## src/rtl/vedenc_pkg.sv

```systemverilog
// Shared types and constants of the video-memory event delta encoder.
// No dependencies; every other file of the block imports this package.
package vedenc_pkg;

  // Largest encoded event in bytes, and the byte counts of its parts.
  localparam int ENC_MAX = 9;
  localparam int HDR_MAX = 4;
  localparam int PL_MAX  = 5;

  // Header format markers of the three-byte and four-byte forms.
  localparam logic [7:0] FMT_THREE = 8'hE0;
  localparam logic [7:0] FMT_FOUR  = 8'hF0;

  // Event kinds carried on in_tuser.
  localparam logic [1:0] FUNC_WORD   = 2'd0;
  localparam logic [1:0] FUNC_BYTE   = 2'd1;
  localparam logic [1:0] FUNC_ADJUST = 2'd2;
  localparam logic [1:0] FUNC_FLUSH  = 2'd3;

  // Configuration register indexes.
  localparam logic [2:0] CFG_FLUSH      = 3'd0;
  localparam logic [2:0] CFG_ADJUST     = 3'd1;
  localparam logic [2:0] CFG_BYTE_FULL  = 3'd2;
  localparam logic [2:0] CFG_BYTE_DELTA = 3'd3;
  localparam logic [2:0] CFG_BYTE_ONE   = 3'd4;
  localparam logic [2:0] CFG_BYTE_AUTO  = 3'd5;
  localparam logic [2:0] CFG_WORD_FULL  = 3'd6;
  localparam logic [2:0] CFG_WORD_DELTA = 3'd7;

  localparam int CFG_NUM = 8;

  // Event type codes after reset, by register index.
  localparam logic [CFG_NUM-1:0][3:0] CODE_RESET = {
    4'd10, 4'd9, 4'd8, 4'd7, 4'd6, 4'd5, 4'd1, 4'd0
  };

  // One fully encoded event: bytes[0] leaves first, len is 1 to 9.
  typedef struct packed {
    logic [3:0]                 len;
    logic [ENC_MAX-1:0][7:0]    bytes;
  } enc_item_t;

endpackage

```

## src/rtl/vedenc_back.sv

```systemverilog
// Back end: takes encoded events from the queue and sends them one byte per
// cycle while out_tready is high, from an output register. Depends on vedenc_pkg.
module vedenc_back (
  input  logic                   clk,
  input  logic                   rst_n,
  input  logic                   q_empty,
  output logic                   q_pop,
  input  vedenc_pkg::enc_item_t  q_item,
  output logic                   out_tvalid,
  input  logic                   out_tready,
  output logic [7:0]             out_tdata,
  output logic                   out_tlast
);
  import vedenc_pkg::*;

  logic                    busy_r, busy_nxt;
  logic [ENC_MAX-1:0][7:0] bytes_r, bytes_nxt;
  logic [3:0]              left_r, left_nxt;
  logic                    take, last, free;

  assign out_tvalid = busy_r;
  assign out_tdata  = bytes_r[0];
  assign last       = (left_r == 4'd1);
  assign out_tlast  = last;
  assign take       = busy_r && out_tready;
  // The next event loads in the cycle its predecessor's last byte leaves.
  assign free       = !busy_r || (take && last);
  assign q_pop      = free && !q_empty;

  always_comb begin
    busy_nxt  = busy_r;
    bytes_nxt = bytes_r;
    left_nxt  = left_r;
    if (q_pop) begin
      busy_nxt  = 1'b1;
      bytes_nxt = q_item.bytes;
      left_nxt  = q_item.len;
    end else if (take) begin
      busy_nxt  = !last;
      bytes_nxt = bytes_r >> 8;
      left_nxt  = left_r - 1'b1;
    end
  end

  always_ff @(posedge clk) begin
    if (!rst_n) begin
      busy_r <= 1'b0;
      left_r <= '0;
    end else begin
      busy_r <= busy_nxt;
      left_r <= left_nxt;
    end
  end

  always_ff @(posedge clk) begin
    bytes_r <= bytes_nxt;
  end

endmodule

```

## config.mk

```make
export PLATFORM = sky130hd
export DESIGN_NAME = vedenc_back
export DESIGN_NICKNAME = d
export VERILOG_FILES = /design/src/rtl/vedenc_pkg.sv /design/src/rtl/vedenc_back.sv
export SDC_FILE = /design/constraint.sdc
export NUM_CORES = 1
export LEC_CHECK = 0
export ABC_AREA = 1
export ABC_CLOCK_PERIOD_IN_PS = 19500
export BUFFER_PORTS_ARGS = -buffer_cell sky130_fd_sc_hd__buf_2
export CAP_MARGIN = 20
export CORE_UTILIZATION = 40
export CTS_BUF_LIST = sky130_fd_sc_hd__clkbuf_16
export DETAILED_ROUTE_END_ITERATION = 10
export SLEW_MARGIN = 40
export SYNTH_ARGS = -nofsm -noshare
export SYNTH_HDL_FRONTEND = slang
export SYNTH_SLANG_ARGS = --single-unit
```

## constraint.sdc

```tcl
create_clock -name clk -period 19.5 [get_ports clk]
set_input_delay 2.925 -clock clk [delete_from_list [all_inputs] [get_ports clk]]
set_output_delay 2.925 -clock clk [all_outputs]
set_load 0.01 [all_outputs]
```

=== After elaboration in Yosys (flattened, before gate mapping) ===
Cells that the tools add are included.

* Register bits: 77

* Reductions and logical operators: 8
* Add/sub/neg operators: 1
* Muxes and demuxes: 6
* Eq/ne operators: 1

{| class="wikitable"
|+ Operators by type and width
! operator !! count
|-
| 2-to-1 mux 72 bit || 2
|-
| 2-to-1 mux 4 bit || 2
|-
| == test 4 x 1 -> 1 bit, second input constant || 1
|-
| subtractor 4 x 1 -> 4 bit, second input constant || 1
|-
| logical AND 1 bit || 3
|-
| zero test 1 bit || 3
|-
| 2-to-1 mux 1 bit || 2
|-
| nonzero test 2 bit || 1
|-
| logical OR 1 bit || 1
|}

=== Longest topological paths before layout ===
* Depth in word-level cells: 5
* Depth in mapped cells: 10

=== Worst setup path before layout ===
Ideal clock, no wire load.

* Path kind: input -> register
* Start point: in q_empty
* End point: reg left_r[2]
* Path buffers: 0
* Slack: 10.564 ns
* Data arrival time: 8.828 ns
* Stages on the path: 6
* Setup time: 0.109 ns
* Path through: o21ai_0 > inv_1 > nand2_1 > nand3_1 > nand2_1 > inv_1

* Longest elaborated chain between the ends: 3
* Elaborated cells between the ends (all ways): 4
* Classes of those cells: 1 x mux; 3 x reduce/logical

{| class="wikitable"
|+ Ends and longest elaborated chain
! element !! line !! text
|-
| start: declaration || vedenc_back.sv:6 || <nowiki>input logic q_empty,</nowiki>
|-
| zero test 1 bit (*) || vedenc_back.sv:28 || <nowiki>assign q_pop = free && !q_empty;</nowiki>
|-
| logical AND 1 bit (*) || vedenc_back.sv:28 ||
|-
| 2-to-1 mux 4 bit / nonzero test 2 bit (equally long branches) || - ||
|-
| end signal: assignment || vedenc_back.sv:51 || <nowiki>left_r <= left_nxt;</nowiki>
|-
| end: declaration || vedenc_back.sv:18 || <nowiki>logic [3:0] left_r, left_nxt;</nowiki>
|}

Mark *: on every way between the ends. The rest lies on a longest branch, timed or not.
A chain may end at the register's enable or synchronous reset.

=== Final worst setup path ===
* Start point: in q_empty
* End point: out q_pop

* Longest elaborated chain between the ends: 2

{| class="wikitable"
|+ Ends and longest elaborated chain
! element !! line !! text
|-
| zero test 1 bit || vedenc_back.sv:28 ||
|-
| logical AND 1 bit || vedenc_back.sv:28 ||
|-
| end: declaration || vedenc_back.sv:7 || <nowiki>output logic q_pop,</nowiki>
|}

No other way between the ends.

==> summary.txt <==
Cells and area
  – Layout cells sized above 1: 25.4%
  – Inserted Diodes: 0
  – Area delta synth->final: 20.4%
  – Core Util, Final: 50.1%
  – Final instance area: 0.00416 mm²
  – Layout net count: 514

Routing
  – First-pass detailed-route iteration total: 4
  – DR WL/cell: 11.4 µm
  – Vias: 2444
  – Avg Vias per Cell: 4.51
  – DRT antenna net count: 0
  – DRC violation count after routing: 0
  – Iter 0 DRT Violations: 117
  – DRT Wirelength: 6200 µm

Worst setup path
  – Worst setup path class: input port to output pin
  – CP max-delay cell: inv_4
  – CP Capture Type: output pin
  – CP most frequent cell: buf_2
  – Number of cells on the worst reg-to-reg path: 8
  – Worst Path Arrival: 4400 ps
  – Crit-path max FO: 78
  – Crit-path max cell delay: 580 ps
  – Critical Path Source Type: input port
  – CP required: 16570 ps
  – Crit path cell chain: buf_2 -> inv_1 -> nand2_8 -> inv_4 -> buf_2

Floorplan
  – Die Ht: 94.9 µm
  – Starting Density: 41.6%
  – Rows: 33
  – Total Die Area: 0.00901 mm²
  – Die Width: 94.9 µm
  – CORE AREA: 0.00830 mm²
  – Top Ports: 91

Min path
  – Hold depth: 2
  – Hold/Removal Path Class: flop to flop

Logic synthesis
  – Yosys reg bits: 77
  – Synth warn: 0
  – Post-Syn Nets: 435
  – Gate Count Post-Synth: 353
  – Yosys top cell by area: edfxtp_1
  – Post-synth top area share: 62.6%
  – Ranking of synthesized cells by area: edfxtp_1, nand2_1, dfxtp_1, buf_6, buf_4
  – Post-synthesis sequential area ratio: 65.5%
  – Syn_area_per_cell: 9.78 µm²
  – Synthesized area: 0.00345 mm²
  – Cell variety after synth: 21

Global route
  – Overall Global Routing Usage: 15.3%
  – Initial antenna violation count: 0
  – Largest net degree at the start of global routing: 79
  – Grt total ovfl: 0
  – Vias in the first global route: 2351
  – First-pass GRT wire length: 10400 µm

STA
  – RSZ-0062 raised after global routing: false
  – Final min period: 7330 ps
  – Final Hold Violating Endpoints: 0
  – Slew Viols, Final: 0
  – Tightest Pin Transition: 698 ps
  – Final setup TNS: 0 ps
  – Fmax: 0.137 GHz
  – Normalized max-slew margin: 53.5%
  – Clk_skew: 4.12 ps
  – Setup ws final: 12170 ps
  – Tcrit/Tclk final: 37.6%
  – Final setup vio count: 0

Power
  – Final Power: 0.405 mW
  – VDD IR max: 0.0465 mV
  – Power Density: 97.5 mW/mm²
  – Static Leak: 2.00 nW

Job
  – Max-Cap Viols: 0

Place
  – Placer Congestion: 0.750
  – Hpwl dp: 3820 µm
  – Placed Area: 0.00388 mm²
  – Port Buffer Count: 90
  – Dpl ws: 11910 ps

Clocking
  – Post-CTS setup buffer count: 0
  – Clk slew on worst S/H paths: 60 ps
  – H-tree levels: 3
  – Post-CTS sizing: 0
  – Deepest clock path buffer count: 2
  – CTS root buffer: clkbuf_16
  – CTS tree: built
  – Clock sink count: 77
  – Worst skew pair latency: 330 ps
  – Post-CTS Hold Fix Bufs: 0
  – Inserted Clock Buffers: 9

Status
  – Outcome: finished clean
## layer usage
metal / wire length (µm) / track usage (%)
met1: 2730 / 17.5
met2: 3020 / 26.8
met3: 356 / 3.54
met4: 89 / 7.20
met5: 0 / 0
## registers in the layout, summed over array words and instances, names as in the netlist
register,count
left_r,4
out_tvalid,1
out_tdata,8
bytes_r,64
## stage by stage
step | hold slack [ps] | cells
5_1_grt | 521 | 542
3_3_place_gp | 476 | 526
4_1_cts | 491 | 542
2_1_floorplan | 455 | 353
6_report | 487 | 542
3_5_place_dp | 482 | 526
## worst max-delay path, delay by kind of cell
family,cells,cell delay (ps)
buffers and inverters,4,1140
AND/OR/NAND/NOR,1,300
## cell families (layout without fill, tap and decap cells)
kind of cell | Yosys count | in the layout | share of synthesized area, %
AO/OA/AOI/OAI | 6 | 6 | 0.870
XOR/XNOR | 2 | 2 | 0.507
flip-flops | 77 | 77 | 65.5
adder cells (fa/ha/maj) | 2 | 2 | 0.725
AND/OR/NAND/NOR | 226 | 226 | 25.4
buffers and inverters | 40 | 124 | 7.03
## cell usage after synthesis, drive strengths merged
cell type,count
o21ai,2
nor3b,1
ha,2
xor2,1
clkbuf,2
dfxtp,5
nand3b,1
xnor2,1
nand3,6
nand2,205
inv,17
buf,21
or2,1
nor2,12
a21oi,4
edfxtp,72
## where the power goes
group / total [mW] / internal, mW / leakage, nW / switching [mW]
clock: 0.149 / 0.0851 / 0.129 / 0.0641
combinational: 0.0471 / 0.0181 / 1.12 / 0.0290
sequential: 0.209 / 0.204 / 0.752 / 0.00488
## final cells by class
type / count / area [µm²]
Clock buffer: 9 / 225
Timing Repair Buffer: 91 / 462
Fill cell: 789 / 4140
Tap cell: 105 / 131
Inverter: 17 / 66.3
Multi-Input combinational cell: 236 / 968
Sequential cell: 77 / 2260
Clock inverter: 7 / 42.5
## layout by cell type (no fill, tap or decap), types with 2 or more instances in the layout
cell type / instances
clkbuf_16: 9
clkinvlp_4: 2
ha_1: 2
dfxtp_1: 5
inv_1: 16
edfxtp_1: 72
buf_2: 90
nand2_1: 203
a21oi_1: 4
nand3_1: 6
nor2_1: 12
clkinv_2: 3
## final timing paths
kind	startpoint	endpoint	slack [ps]
max	q_empty	q_pop	12170
min	left_r[1]	left_r[1]	490
max reg2reg	left_r[1]	bytes_r[34]	17420
min reg2reg	left_r[1]	left_r[1]	490
(Power assumes the default switching activity.)
