[src/rtl/vedenc_pkg.sv]
// Shared types and constants of the video-memory event delta encoder.
// No dependencies; every other file of the block imports this package.
package vedenc_pkg;

  // Largest encoded event in bytes, and the byte counts of its parts.
  localparam int ENC_MAX = 9;
  localparam int HDR_MAX = 4;
  localparam int PL_MAX  = 5;

  // Header format markers of the three-byte and four-byte forms.
  localparam logic [7:0] FMT_THREE = 8'hE0;
  localparam logic [7:0] FMT_FOUR  = 8'hF0;

  // Event kinds carried on in_tuser.
  localparam logic [1:0] FUNC_WORD   = 2'd0;
  localparam logic [1:0] FUNC_BYTE   = 2'd1;
  localparam logic [1:0] FUNC_ADJUST = 2'd2;
  localparam logic [1:0] FUNC_FLUSH  = 2'd3;

  // Configuration register indexes.
  localparam logic [2:0] CFG_FLUSH      = 3'd0;
  localparam logic [2:0] CFG_ADJUST     = 3'd1;
  localparam logic [2:0] CFG_BYTE_FULL  = 3'd2;
  localparam logic [2:0] CFG_BYTE_DELTA = 3'd3;
  localparam logic [2:0] CFG_BYTE_ONE   = 3'd4;
  localparam logic [2:0] CFG_BYTE_AUTO  = 3'd5;
  localparam logic [2:0] CFG_WORD_FULL  = 3'd6;
  localparam logic [2:0] CFG_WORD_DELTA = 3'd7;

  localparam int CFG_NUM = 8;

  // Event type codes after reset, by register index.
  localparam logic [CFG_NUM-1:0][3:0] CODE_RESET = {
    4'd10, 4'd9, 4'd8, 4'd7, 4'd6, 4'd5, 4'd1, 4'd0
  };

  // One fully encoded event: bytes[0] leaves first, len is 1 to 9.
  typedef struct packed {
    logic [3:0]                 len;
    logic [ENC_MAX-1:0][7:0]    bytes;
  } enc_item_t;

endpackage

[src/rtl/vedenc_fifo.sv]
// Short queue of encoded events between the front end and the serializer.
// Depends on vedenc_pkg for the entry type.
module vedenc_fifo #(
  parameter int DEPTH = 2
) (
  input  logic                   clk,
  input  logic                   rst_n,
  input  logic                   push,
  input  vedenc_pkg::enc_item_t  push_item,
  output logic                   full,
  input  logic                   pop,
  output vedenc_pkg::enc_item_t  pop_item,
  output logic                   empty
);
  import vedenc_pkg::*;

  localparam int PTR_W = (DEPTH > 1) ? $clog2(DEPTH) : 1;
  localparam int CNT_W = $clog2(DEPTH + 1);

  enc_item_t        entry_r [DEPTH];
  logic [PTR_W-1:0] wr_ptr_r, wr_ptr_nxt;
  logic [PTR_W-1:0] rd_ptr_r, rd_ptr_nxt;
  logic [CNT_W-1:0] count_r, count_nxt;
  logic             do_push, do_pop;

  assign full     = (count_r == CNT_W'(DEPTH));
  assign empty    = (count_r == '0);
  assign do_push  = push && !full;
  assign do_pop   = pop && !empty;
  assign pop_item = entry_r[rd_ptr_r];

  always_comb begin
    wr_ptr_nxt = wr_ptr_r;
    rd_ptr_nxt = rd_ptr_r;
    count_nxt  = count_r;
    if (do_push) begin
      wr_ptr_nxt = (wr_ptr_r == PTR_W'(DEPTH - 1)) ? '0 : wr_ptr_r + 1'b1;
    end
    if (do_pop) begin
      rd_ptr_nxt = (rd_ptr_r == PTR_W'(DEPTH - 1)) ? '0 : rd_ptr_r + 1'b1;
    end
    if (do_push && !do_pop) begin
      count_nxt = count_r + 1'b1;
    end else if (do_pop && !do_push) begin
      count_nxt = count_r - 1'b1;
    end
  end

  always_ff @(posedge clk) begin
    if (!rst_n) begin
      wr_ptr_r <= '0;
      rd_ptr_r <= '0;
      count_r  <= '0;
    end else begin
      wr_ptr_r <= wr_ptr_nxt;
      rd_ptr_r <= rd_ptr_nxt;
      count_r  <= count_nxt;
    end
  end

  always_ff @(posedge clk) begin
    if (do_push) begin
      entry_r[wr_ptr_r] <= push_item;
    end
  end

endmodule

[config.mk]
export PLATFORM = sky130hd
export DESIGN_NAME = vedenc_fifo
export DESIGN_NICKNAME = d
export VERILOG_FILES = /design/src/rtl/vedenc_pkg.sv /design/src/rtl/vedenc_fifo.sv
export SDC_FILE = /design/constraint.sdc
export NUM_CORES = 1
export LEC_CHECK = 0
export ABC_CLOCK_PERIOD_IN_PS = 5400
export BUFFER_PORTS_ARGS = -buffer_cell sky130_fd_sc_hd__clkbuf_2
export CORE_ASPECT_RATIO = 0.9
export CORE_UTILIZATION = 30
export DETAILED_ROUTE_END_ITERATION = 16
export RECOVER_POWER = 100
export SLEW_MARGIN = 25
export SYNTH_ARGS = -nofsm -noshare
export SYNTH_HDL_FRONTEND = slang
export SYNTH_SLANG_ARGS = --single-unit
[constraint.sdc]
create_clock -name clk -period 5.4 [get_ports clk]
set_clock_uncertainty 0.05 [all_clocks]
set_input_delay 1.62 -clock clk [delete_from_list [all_inputs] [get_ports clk]]
set_output_delay 1.62 -clock clk [all_outputs]
set_load 0.05 [all_outputs]
# After elaboration in Yosys (flattened, before gate mapping)
# Memories as Yosys holds them, arrays and structs flattened. A register that Yosys moved wholly into a read port is not among the register bits.
# Cells that the tools add are included.
# word_totals
regBits	4
input_bits	80
ram_bits	152
memories	1
out_inout_bits	78
word_cells	27
# mem_list
memory	depth	word_bits	read_ports	rd_ports_with_merged_regs	wr	line_no	text
entry_r	2	76	1	1	1	vedenc_fifo.sv:20	enc_item_t entry_r [DEPTH];
# op_classes
add_sub_neg	4
reduce_logical	10
muxes	8
n_eq_ne	1
# op_table
op	count
1-bit two-way mux	6
1-bit logical AND	4
1-bit zero test	4
2-bit two-way mux	2
1-bit adder (second input constant)	2
2-bit by 1-bit adder with 2-bit output (second input constant)	1
2-bit equality test (second input constant)	1
2-bit zero test	1
2-bit nonzero test	1
2-bit by 1-bit subtractor with 2-bit output (second input constant)	1

# Logic depth before layout (Yosys ltp)
# Gate-level depths: netlist of run 1.
# logic_depth
depth_word	7
mapped_depth	7
ltp_nobuf	7

# Worst setup path after synthesis of run 1
# No wires, ideal clock.
# synth_timing
path_type	input-to-reg
from	input port push
to	memory entry_r[0][0] (netlist bit) (enable)
slack_ps	189
t_required_ps	4852
arrival_ps	4663
n_path_buf	0
setup_time_ps	498
path_stages	2
cell_sequence	inv_1 > nor3_2
# synth_between
elab_chain_len	3
# synth_rtl
item	line_no	text
from (decl)	vedenc_fifo.sv:8	input logic push,
1-bit logical AND	vedenc_fifo.sv:28	assign do_push = push && !full;
1-bit two-way mux	vedenc_fifo.sv:62	if (do_push) begin
1-bit two-way mux (implied by the code)	vedenc_fifo.sv:63	entry_r[wr_ptr_r] <= push_item;
to (decl)	vedenc_fifo.sv:20	
# No other way between the ends.

# Worst setup path after layout of run 1
# layout_timing
from	input port push
to	memory entry_r[1][45] (netlist bit) (enable)
# Same word-level chain as after synthesis.

==> impl.org, run 1 <==
** Setup path
- Crit path largest cell delay :: about 1.4 ns
- Crit-path cells :: clkbuf_1 > and3_1 > clkbuf_2
- Along the worst path, the maximum fanout reaches 40.
- For this design, the slowest cell found on the critical path is sky130_fd_sc_hd__and3_1.
- At the worst endpoint, the arrival time is approximately 4.2 ns.
- Critical Path Start Type :: input port
- The critical path is of the in -> reg type.
- STA classifies the critical path endpoint as a flop.
- STA puts the critical path data required time at around 5.4 ns.

** Clock tree
- Clock sink count :: 157
- H-tree depth :: 4
- TritonCTS built the clock tree.
- Number of CTS-inserted buffers :: 17
- The number of hold buffers added after CTS was 0.
- Bufs on Longest Clock Path :: 2
- Clock-pin slew reported for the worst setup and hold paths after clock tree synthesis :: approximately 0.06 ns
- In this run, post-CTS repair resized a total of 0 instances.
- In this run the clock root is driven by a sky130_fd_sc_hd__clkbuf_16.
- Post-CTS timing repair inserted 0 buffers for setup.
- Insertion delay of the later-clocked pin in the worst-skew pair :: slightly above 0.4 ns

** Yosys
- For this run, the number of Yosys warnings is 0.
- In the synthesized netlist the async set-or-reset flop fraction comes to 0.
- Proportion of synthesized area in mux cells :: 0.150
- The mapped netlist covers ~0.0057 mm2.
- XOR/XNOR Fraction of Synth Area :: 0.00459
- Post-synthesis instance total :: between 200 and 300
- After synthesis the netlist holds a flip-flop and latch count of 157.
- Counting flops with a built-in enable in the synthesized netlist gives about 150.
- Combinational family with the most area after synthesis :: multiplexers
- Compound-gate portion of the synthesized area :: 0.00569
- Of the total synthesized cell area, the portion taken by full adders, half adders and majority gates is 0.00219.
- Synthesis produced a netlist with a net count of around 340.
- Unique masters post-synth :: 23
- For this run, the leading register cell type out of synthesis is sky130_fd_sc_hd__edfxtp_1.
- Of the total synthesized cell area, the portion taken by AND, OR, NAND and NOR gates is 0.00962.
- Proportion of synthesized chip area in sequential cells :: 0.815
- In this run the mean area of a mapped cell was about 22 um2.

** Layout
- In the layout the commonest cells are 152 x sky130_fd_sc_hd__edfxtp_1, 123 x sky130_fd_sc_hd__clkbuf_1, 40 x sky130_fd_sc_hd__mux2_1, 36 x sky130_fd_sc_hd__mux2_2, 34 x sky130_fd_sc_hd__clkbuf_2.
- Most common library cell in the layout ignoring fill and taps :: sky130_fd_sc_hd__edfxtp_1
- Ratio of cells with drive above 1 in the final layout :: 0.229
- Number of antenna repair diodes :: 0
- Compared with the post-synthesis result, the final layout area differs by 25.7%.
- After routing the design area is 0.00719 mm2.
- Final Net Count :: 513

** Hold path
- Worst min-delay path class :: reg -> reg

** Timing
- The hold violation total from the final report came to 0.
- Dividing the final minimum period by the clock period gives 0.774.
- Setup violations remaining at the end of the flow were counted as 0.
- Headroom to the max-slew limit came out at -0.198.
- For the final routed database, the setup TNS stands at 0 ns.
- Setup repair after global routing left no endpoint under its margin.
- Highest clock frequency the design can meet :: ~0.24 GHz
- The tightest hold path in the finished design has a slack of between 0.4 and 0.5 ns.
- The number of slew-limit violations in the final report was 38.
- Final critical delay including setup and external delays :: ~4.2 ns
- For the pin with the worst max-slew slack, the measured transition is 1.80 ns.

** Placed design
- Final weighted congestion in routability-driven placement :: between 0.6 and 0.7
- In this run the cell area measured after placement is about 0.0068 mm2.
- Post-detail-place hpwl :: around 7000 um
- Count of buffers inserted at the top-level ports :: between 150 and 200

** Global routing
- The number of antenna violations at the first check in global routing was 0.
- The first global-routing pass estimated 16,700 um of wire.
- After global routing the overflow that remains totals 0.
- Overall routing resource usage :: 0.114
- The via count of the first global-routing pass was around 3,200.
- Entering global routing, the biggest net connects roughly 70 pins.

** Die
- Top Ports :: approximately 160
- Horiz. Die Dim :: roughly 150 um
- The die covers 0.0196 mm2.
- The floorplan has 47 rows.
- Floorplan Core Area :: about 0.019 mm2
- Measured along the y axis, the die boundary spans around 130 um.
- Starting density of the core :: 0.309

** Detailed routing
- After detailed routing, the total wire length is ~10,000 um.
- For this block, the initial DRC count from the detailed router was about 140.
- For this run, design rule violations remaining after detail routing come to 0.
- The final route contains 2,937 vias.
- Dividing the detail-routed wire length by the instance count gives around 15 um.
- The count of nets left with antenna violations once routing finished came out at 0.
- Pre-Repair DR Iteration Count :: 4
- Ratio of routed vias to standard cells :: 4.26

** Power and ir drop
- Standby leakage power :: roughly 2.4 nW
- Pwr Density :: 556 mW/mm2
- Of the total power, the share spent switching nets is 0.383.
- The analysis attributes to net switching a power of 0.00153 W.
- Clock power share :: 0.274
- Gate power share :: 0.323
- Total internal power :: approximately 0.0025 W
- The share of total power dissipated in sequential elements is 0.403.
- Peak supply drop :: 0.282 mV

** Run status
- The final reports fail on max-capacitance violations, max-slew violations.
- Outcome :: complete, but fails checks

** Job
- Max-capacitance violation count :: 1
[worst max-delay path, delay by kind of cell]
family,cells,cell delay (ns)
buffers and inverters,2,1.14
AND/OR/NAND/NOR,1,1.38
[power by group through the flow]
stage	Sequential, W	Combinational, W	Clock (W)
floorplan	0.00160	0.00110	0
global placement	0.00168	0.00129	0
detailed placement	0.00164	0.00137	0
CTS	0.00162	0.00137	0.00113
global route	0.00163	0.00136	0.00118
finish	0.00161	0.00129	0.00110
[state kept, by name (all words and copies together), names as in the netlist, named ones only]
register / count
wr_ptr_r: 1
count_r: 2
rd_ptr_r: 1
entry_r: 152
[logic make-up (layout without fill, tap and decap cells)]
logic type / Yosys count / after routing
xor+xnor: 3 / 3
simple gates: 9 / 9
flops: 157 / 157
buf+inv: 10 / 194
mux: 76 / 76
fa+ha+maj: 1 / 1
compound gates: 5 / 5
[stage by stage]
stage	utilization	power [W]	setup slack (ns)	cells
floorplan	-	0.00270	0.189	261
global placement	0.366	0.00297	1.94	656
detailed placement	0.369	0.00301	2.07	658
CTS	0.398	0.00412	1.61	690
global route	0.388	0.00417	0.898	690
finish	0.388	0.00400	1.22	690
[cells in the mapped netlist, types with 2 or more instances]
library cell | n | area share
sky130_fd_sc_hd__and2_1 | 3 | 0.0033
sky130_fd_sc_hd__buf_2 | 3 | 0.0026
sky130_fd_sc_hd__buf_6 | 4 | 0.0079
sky130_fd_sc_hd__dfxtp_1 | 5 | 0.017
sky130_fd_sc_hd__edfxtp_1 | 152 | 0.80
sky130_fd_sc_hd__mux2_1 | 40 | 0.079
sky130_fd_sc_hd__mux2_2 | 36 | 0.071
sky130_fd_sc_hd__nor2_1 | 2 | 0.0013
sky130_fd_sc_hd__xnor2_1 | 2 | 0.0031
[final cells by class]
cell class                      count  area, um2
Clock buffer                       17        425
Multi-Input combinational cell     94        977
Tap cell                          245        307
Sequential cell                   157       4670
Timing Repair Buffer              160        683
Fill cell                        1794      11300
Clock inverter                     15        121
Inverter                            2       7.51
[layer usage]
layer / global-route usage / part of all wire / up-vias
li1: - / - / 1375
met1: 0.131 / 0.43 / 1449
met2: 0.189 / 0.49 / 104
met3: 0.0510 / 0.076 / 9
met4: 0.0395 / 0.010 / 0
met5: 0 / 0 / -
[final timing paths]
path,startpoint,endpoint,slack (ns),depth (start not counted)
setup / recovery,push,entry_r[1][45],1.22,3
hold / removal,count_r[1],count_r[1],0.50,2
setup reg to reg,count_r[0],entry_r[1][45],1.95,3
hold reg to reg,count_r[1],count_r[1],0.50,2
(Power assumes the default switching activity.)
==> run 2: changes to the inputs <==
--- a/config.mk
+++ b/config.mk
@@ -5,7 +5,7 @@
 export SDC_FILE = /design/constraint.sdc
 export NUM_CORES = 1
 export LEC_CHECK = 0
-export ABC_CLOCK_PERIOD_IN_PS = 5400
+export ABC_CLOCK_PERIOD_IN_PS = 3470
 export BUFFER_PORTS_ARGS = -buffer_cell sky130_fd_sc_hd__clkbuf_2
 export CORE_ASPECT_RATIO = 0.9
 export CORE_UTILIZATION = 30
==> constraint.sdc (replaced) <==
create_clock -name clk -period 3.47 [get_ports clk]
set_clock_uncertainty 0.05 [all_clocks]
set_input_delay 1.041 -clock clk [delete_from_list [all_inputs] [get_ports clk]]
set_output_delay 1.041 -clock clk [all_outputs]
set_load 0.05 [all_outputs]
==> run 2 against run 1 <==
The flow still finishes with violations (max-capacitance violations, max-slew violations); global-route usage shrank 0.081 points; setup slack lost 0.89 ns; critical endpoint is now pop_item[54]; non-clock buffer count grew 2; sequential power grew 55%; critical path depth is the same; design area grew 0.23%.
==> impl.org, run 2 (synthesis results as in run 1) <==
** Clock tree
- Number of cells upsized or downsized after cts :: 0 (unchanged)
- The clock insertion delay at the later pin of the skew report came to 0.41 ns (about the same).
- The H-tree depth was 4 (unchanged).
- Bufs on Longest Clock Path :: 2 (unchanged)
- Number of CTS-inserted buffers :: 17 (unchanged)
- Clock sink count :: 157 (unchanged)
- TritonCTS built the clock tree.
- The clock-pin slew on the worst setup and hold paths is 0.06 ns (about the same).
- The cts-stage hold buffer count was 0 (unchanged).
- CTS placed an instance of sky130_fd_sc_hd__clkbuf_16 at the clock tree root.
- Number of setup buffers added after CTS :: 0 (unchanged)

** Global routing
- The pin count of the biggest net entering global routing is 43 (-39%).
- The global-route wire length before repair was 16,400 um (-1.6%).
- The via count of the first global-routing pass was 3,215 (-1.0%).
- Initial antenna violation count :: 0 (unchanged)
- The global-route usage over all layers was 0.113 (-0.000812).
- Sum of overflow across all layers after global routing :: 0 (unchanged)

** Timing
- Worst slew margin relative to its limit :: -0.217 (-0.0195)
- The clock period could shrink to between 3 and 4 ns.
- Setup repair after global routing missed its margin :: false
- The count of endpoints failing setup in the final report came to 0 (unchanged).
- In the finished design, the share of the clock period the worst path needs comes to 0.905.
- Count of final max-slew check failures :: 36 (-5.3%)
- Transition at the pin with the smallest max-transition slack :: 1.83 ns (+0.0293 ns)
- Highest clock frequency the design can meet :: approximately 0.32 GHz
- Aggregate negative setup slack :: 0 ns (unchanged)
- Final hold violations :: 0 (unchanged)
- The final hold slack came to 0.489 ns (-0.00850 ns).

** Die
- Floorplan Core Area :: 0.0185 mm2 (unchanged)
- Horiz. Die Dim :: 148 um (unchanged)
- The floorplan die height came to 133 um (unchanged).
- The number of ports placed on the die boundary was 158 (unchanged).
- Die ar. :: 0.0196 mm2 (unchanged)
- Starting density of the core :: 0.309 (unchanged)
- Row cnt :: 47 (unchanged)

** Power and ir drop
- The total internal power is 0.00392 W (+59%).
- The switching component of the power was 0.00237 W (+55%).
- The leakage power total is 2.39 nW (+0.58%).
- Gate power share :: 0.323 (about the same)
- The fraction of power consumed by sequential logic came to 0.396 (-0.007).
- Sw Ratio :: 0.377 (-0.00630)
- Pwr Density :: 873 mW/mm2 (+57%)
- Peak supply drop :: 0.465 mV (+65%)
- Clock power share :: 0.281 (+0.007)

** Layout
- entry_r holds more flip-flops than any other register.
- The fraction of layout instances using a drive strength above 1 was 0.228 (-0.00103).
- From synthesis to final layout, the design area changed by 25.9%.
- Max FFs per register :: 152 (unchanged)
- The number of diodes was 0 (unchanged).
- Leading registers by flop count :: entry_r: 152 flops, count_r: 2 flops
- Most used cells in the layout excluding fill and tap cells :: 152 x sky130_fd_sc_hd__edfxtp_1, 129 x sky130_fd_sc_hd__clkbuf_1, 40 x sky130_fd_sc_hd__mux2_1, 36 x sky130_fd_sc_hd__mux2_2, 36 x sky130_fd_sc_hd__clkbuf_2
- Final Net Count :: 515 (+0.39%)
- Most common library cell in the layout ignoring fill and taps :: sky130_fd_sc_hd__edfxtp_1

** Setup path
- Worst Path Required :: 2.38 ns (-3.00 ns)
- The most numerous cell type found on the critical path is sky130_fd_sc_hd__clkbuf_2.
- The critical path is of the reg -> out type.
- Crit path largest cell delay :: 0.58 ns (-0.80 ns)
- Worst reg2reg endpoint :: entry_r[1][73]
- Cell family with most CP delay :: buffers and inverters
- Worst path buffer plus inverter count :: 2 (unchanged)
- The length in cells of the worst reg-to-reg path was 3 (unchanged).
- Number of stages on the worst setup path :: 3 (unchanged)
- STA classifies the critical path endpoint as an output pin.
- Arrival @ worst endpoint :: 2.05 ns (-2.11 ns)
- Highest-delay cell along the critical path :: sky130_fd_sc_hd__dfxtp_4
- The internal reg-to-reg setup slack is 0.70 ns (-1.25 ns).
- The maximum fanout encountered on the critical timing path came to 26 (-35%).
- Critical Path Start Type :: flop
- Endpoint of the most critical setup path :: pop_item[54]
- The worst register-to-register path begins at count_r[0].
- The signal on the critical path passes through clkbuf_2 > mux2_2 > clkbuf_2.

** Detailed routing
- Via Count :: 2,986 (+1.7%)
- The starting DRC count in detailed routing came to 113 (-20%).
- Pre-Repair DR Iteration Count :: 4 (unchanged)
- Average routed wire per standard cell :: 15.4 um (+1.2%)
- The remaining number of nets flagged by the antenna check after routing is 0 (unchanged).
- Ratio of routed vias to standard cells :: 4.32 (+1.4%)
- The overall routed net length was 10,600 um (+1.5%).
- Number of design rule violations left after detail routing :: 0 (unchanged)

** Placed design
- Post-detail-place hpwl :: 6870 um (+0.77%)
- The weighted congestion reported at the end of routability-driven placement was 0.681 (-1.6%).
- Count of buffers inserted at the top-level ports :: 157 (unchanged)

** Hold path
- In this run the worst hold path is classified as reg -> reg.

** Run status
- The checks that failed: max-capacitance violations, max-slew violations.
- Outcome :: complete, but fails checks

** Job
- The number of maximum-capacitance violations came to 1 (unchanged).
## run 2: worst reg2reg max path: cells and delay by family (launching register included)
| family | cells | cell delay [ns] |
|---|---|---|
| buffers and inverters | 1 | 0.38 |
| DFF | 1 | 0.40 |
| and+or+nand+nor | 2 | 1.58 |
## run 2: power groups by stage
stage | Sequential, W | Clock, W | Combinational, W
final | 0.00249 | 0.00177 | 0.00203
after global placement | 0.00252 | 0 | 0.00213
after CTS | 0.00249 | 0.00182 | 0.00216
after detailed placement | 0.00253 | 0 | 0.00215
after floorplan | 0.00248 | 0 | 0.00172
after global routing | 0.00252 | 0.00189 | 0.00214
## run 2: area by class of cell
type	instances	area, um2
flip-flops and latches	157	4670
multi-input cells	94	977
inverters	2	7.51
clock inverters	10	116
clock buffers	22	444
well taps	245	307
fillers	1809	11300
repair buffers	162	686
## run 2: worst min path at each step
stage / from / end / slack (ns) / cells past startpoint
3_3_place_gp: count_r[1] / count_r[1] / 0.44 / 2
4_1_cts: count_r[1] / count_r[1] / 0.48 / 2
5_1_grt: count_r[1] / count_r[1] / 0.53 / 2
2_1_floorplan: count_r[1] / count_r[1] / 0.43 / 2
6_report: count_r[1] / count_r[1] / 0.49 / 2
3_5_place_dp: count_r[1] / count_r[1] / 0.48 / 2
## run 2: per-layer routing
layer,track usage,part of all wire
met1,0.122,0.41
met2,0.195,0.51
met3,0.0521,0.079
met4,0.0412,0.010
met5,0,0
## run 2: through the flow
stage / util / cells / setup WS, ns / total power (W) / area [um2]
floorplan: - / 261 / 0.0286 / 0.00420 / 5730
global placement: 0.368 / 660 / 0.855 / 0.00464 / 6820
detailed placement: 0.368 / 660 / 0.831 / 0.00468 / 6820
CTS: 0.399 / 692 / 0.371 / 0.00647 / 7380
global route: 0.389 / 692 / 0.210 / 0.00655 / 7210
finish: 0.389 / 692 / 0.328 / 0.00629 / 7210
